$ cat src/rtl/ffba_ram.sv
module ffba_ram #(
  parameter int unsigned WIDTH = 16,
  parameter int unsigned DEPTH = 256
) (
  input  logic                                   clk_i,
  input  logic                                   we_i,
  input  logic [(DEPTH > 1 ? $clog2(DEPTH) : 1)-1:0] waddr_i,
  input  logic [WIDTH-1:0]                       wdata_i,
  input  logic                                   re_i,
  input  logic [(DEPTH > 1 ? $clog2(DEPTH) : 1)-1:0] raddr_i,
  output logic [WIDTH-1:0]                       rdata_o
);

  logic [WIDTH-1:0] mem_q [DEPTH];

  always_ff @(posedge clk_i) begin
    if (we_i) begin
      mem_q[waddr_i] <= wdata_i;
    end
    if (re_i) begin
      rdata_o <= mem_q[raddr_i];
    end
  end

endmodule

$ cat config.mk
export PLATFORM = sky130hd
export DESIGN_NAME = ffba_ram
export DESIGN_NICKNAME = d
export VERILOG_FILES = /design/src/rtl/ffba_ram.sv
export SDC_FILE = /design/constraint.sdc
export NUM_CORES = 2
export LEC_CHECK = 0
export ABC_AREA = 0
export BUFFER_PORTS_ARGS = -buffer_cell sky130_fd_sc_hd__buf_2
export CAP_MARGIN = 20
export CORE_ASPECT_RATIO = 2
export CORE_MARGIN = 2
export CORE_UTILIZATION = 50
export CTS_CLUSTER_DIAMETER = 50
export DETAILED_ROUTE_END_ITERATION = 16
export GPL_ROUTABILITY_DRIVEN = 0
export PLACE_DENSITY = 0.68
export SETUP_SLACK_MARGIN = 0.05
export SYNTH_ARGS = -nofsm -noshare
export SYNTH_HDL_FRONTEND = slang
export SYNTH_SLANG_ARGS = --single-unit
$ cat constraint.sdc
create_clock -name clk_i -period 2.4 [get_ports clk_i]
set_input_delay 0 -clock clk_i [delete_from_list [all_inputs] [get_ports clk_i]]
set_output_delay 0 -clock clk_i [all_outputs]
set_load 0.02 [all_outputs]
# Word-level counts from Yosys, hierarchy flattened
# Memories as Yosys holds them, arrays and structs flattened. A register that Yosys moved wholly into a read port is not among the register bits.
# Index checks and enable logic that the tools add are counted.
# Widths: inputs -> output; s select.
totals:
  word_cells: 3
  ff_bits: 0
  in_bits: 35
  ramBits: 4096
  mem_count: 1
  output_inout_bits: 16
mem_list:
  columns: ["memory", "depth", "word_bits", "rd", "rd_ports_with_merged_regs", "write_ports", "line_no", "rtl"]
  rows:
  - ["mem_q", 256, 16, 1, 1, 1, "14", "logic [WIDTH-1:0] mem_q [DEPTH];"]
op_classes:
  n_mux: 2
ops:
  columns: ["operator", "count"]
  rows:
  - ["$mux 1", 2]

# Longest topological paths before layout
logic_depth:
  word_depth: 2
  ltp_mapped: 12
  depth_no_buf: 6

# Least setup slack after synthesis
# OpenSTA, ideal clock, no wires.
synth_timing:
  path_kind: "input-to-reg"
  start: "input raddr_i[0] (netlist name)"
  end: "register rdata_o[4], read port of mem_q (data pin)"
  cell_stages: 8
  arrival_ns: 1.984
  required_time_ns: 2.135
  setup_slack_ns: 0.151
  n_path_buf: 3
  setup_time_ns: 0.265
  cell_sequence: "buf_6 > buf_6 > buf_2 > mux4_2 > mux4_2 > a22o_1 > o32ai_2 > nor4_2"
synth_rtl:
  columns: ["item", "line_no", "rtl"]
  rows:
  - ["start: declaration", "10", "input logic [(DEPTH > 1 ? $clog2(DEPTH) : 1)-1:0] raddr_i,"]
  - ["end: declaration", "11", "output logic [WIDTH-1:0] rdata_o"]

==> results.toml <==
[pwr]
p_int_mw = 113
leakagePower_nw = 59.4
p_clk_share_pct = 38.8
p_seq_share_pct = 55.0
vdd_drop_max_uv = 597
switching_share_pct = 21.4
combPwrFrac_pct = 6.2
p_switching_mw = 30.8
powerDensity_nw_per_um2 = 782
total_power_mw = 144

[global_routing]
grt_use_total_pct = 27.5
overflow = 0
grt_pass1_vias = 82800
antenna_found_initial = 16
grt_pass1_wl_mm = 624
grt_max_degree = 117

[yosys]
synth_seq_cells = 4112
synth_top_area_share_pct = 77.7
synthArstFlopShare_pct = 0
syn_nets = 7395
ys_seq_area_share_pct = 77.7
synthTopCellsByCount = "4112 x edfxtp_1, 797 x mux4_2, 565 x mux2i_1, 304 x nor2_1, 252 x o221ai_1"
yosys-top-cells-area = "edfxtp_1 78%, mux4_2 11%, mux2i_1 3.6%"
synth.cell_area_um2 = 159000
yosysTopAreaCell = "edfxtp_1"
synthFlopType = "edfxtp_1"
synth_edf_count = 4112
yosysMostFrequentCell = "edfxtp_1"
synthDistinctLibCells = 51
avgSynthCellArea_um2 = 21.6
syn_inst = 7360
synth_warnings = 0

[run_status]
status = "finished with violations"
violations = "negative setup slack"

[critical_path]
endpoint_kind = "flip-flop"
crit_buf_inv = 1
start_kind = "flip-flop"
max_stage_delay_ps = 550
crit_fanout = 1
path_cells = "mux4_2 -> mux4_2 -> a22o_4 -> o32ai_4 -> buf_6 -> nor4_2"
worst-r2r-setup-slack_ps = -180
worstSetupPathType = "flip-flop to flip-flop"
critPathSlowestCell = "mux4_2"
cp_top_family = "multiplexers"
arrival_ps = 3240
crit_path_frequent_cell = "mux4_2"
crit_required_ps = 3060

[timing]
fin_skew_ps = 52.6
min_period_ps = 2580
rsz0062_at_grt = "true"
hold_ws_ps = 74.1
setup_slack_ps = -176
hold_viol = 0
period_share_pct = 107
setup_viol = 11
drv_slew = 0
fmaxAchievable_mhz = 388
worst_pin_slew_ps = 1180
maxSlewHeadroom_pct = 20.7

[cts]
cts_setup_buffers = 0
cts_buffers = 340
cts_tree = "yes"
clkTransAtPathRegs_ps = 70
clockRootBuffer = "clkbuf_16"
clk_path_buf_depth = 4
htree_levels = 5
cts_num_sinks = 4112
clk-insertion-delay-late_ps = 930

[finish]
final_area_um2 = 184000
multiInputGateArea_um2 = 33800
fillers = 22100
fin_nets = 8381
stdcell_count = 12700
drive_gt1_share_pct = 29.9
syn_to_final_growth_pct = 15.9
regArea_um2 = 123000

[drt]
avgViaCountPerCell = 6.39
drcViolationCount = 0
drt-initial-drc-count = 9523
drt-pass1-iter-count = 7
vias = 81300
ant_nets = 0
routed_wl_mm = 446
wl_per_cell_um = 35.0

[floorplanning]
dieArea_um2 = 323000
die_y_um = 801
fp-row-count = 292
die_w_um = 403
ios = 51
coreArea_um2 = 316000
start_util_pct = 50.3

[job]
maxCapViolCount = 0

[place]
dp_hpwl_mm = 297
place_ws_ps = -1320
placed_area_um2 = 172000
placed_cells = 12100
port_buffers = 50

[worst_hold_path]
holdCritPathClass = "primary input to flip-flop"
## timing repair
item | 4_1_cts | 5_1_grt
pin swaps | 34 | 26
gates resized for setup | 127 | 51
hold buffers | 31 | 0
setup endpoints to repair | 16 | 16
cloned | 0 | 0
hold endpoints to repair | 4858 | 0
## layer usage
| metal | wire (um) | GRT usage [%] | vias to the layer above |
|---|---|---|---|
| li1 | - | - | 33200 |
| met1 | 142000 | 30.1 | 43100 |
| met2 | 231000 | 48.0 | 3895 |
| met3 | 29400 | 3.64 | 1065 |
| met4 | 43300 | 21.8 | 8 |
| met5 | 52 | 0 | - |
## cell families after synthesis
group / synth area share [%]
compound gates: 3.53
simple gates: 1.57
flops: 77.7
mux: 15.5
buf+inv: 1.69
## power by group through the flow
stage	Combinational (mW)	Sequential, mW	Clock (mW)
final	8.86	79.2	55.8
after global routing	9.09	79.2	58.8
after CTS	8.73	79.2	56.5
after detailed placement	8.44	80.8	0
after global placement	8.28	80.8	0
after floorplan	3.91	80.8	0
## layout by cell type (no fill, tap or decap), types with 37 or more instances in the layout
master,n
a21oi_1,175
buf_12,184
buf_4,814
bufinv_16,37
clkbuf_1,55
clkbuf_16,348
clkinv_1,69
clkinv_2,57
edfxtp_1,4112
mux2_2,75
mux2i_1,565
mux4_2,797
nor2_1,280
nor3_1,87
o21ai_0,37
o221ai_1,251
o22ai_1,148
## metrics by stage
step	setup TNS [ps]	utilization (%)
after floorplan	0	-
after global placement	-13910	54.4
after detailed placement	-14420	54.4
after CTS	-1280	58.2
after global routing	-1360	58.3
final	-882	58.3
## worst paths after layout
| path | start | to | cells after the start |
|---|---|---|---|
| max | mem_q[20][9] | rdata_o[9] | 6 |
| min | wdata_i[0] | mem_q[138][0] | 2 |
| max reg2reg | mem_q[20][9] | rdata_o[9] | 6 |
| min reg2reg | mem_q[232][1] | rdata_o[1] | 6 |
## sequential cells by signal, summed over array words and instances, names as in the netlist
register / cells
mem_q: 4096
rdata_o: 16
## worst reg2reg max path, stage by stage, from the launching register on
cell      delay, ps
edfxtp_1        380
mux4_2          470
mux4_2          550
a22o_4          310
o32ai_4         430
buf_6           170
nor4_2           40
## cell type report
class,count,area share [%]
antenna,10,0.0136
timing repair buffer,1096,5.83
clock inverter,196,1.09
multi-input combinational,2792,18.4
tap,4116,2.80
inverter,4,0.0136
clock buffer,403,4.84
sequential,4112,67.1
Note: power is estimated with default switching activity, not from simulation.
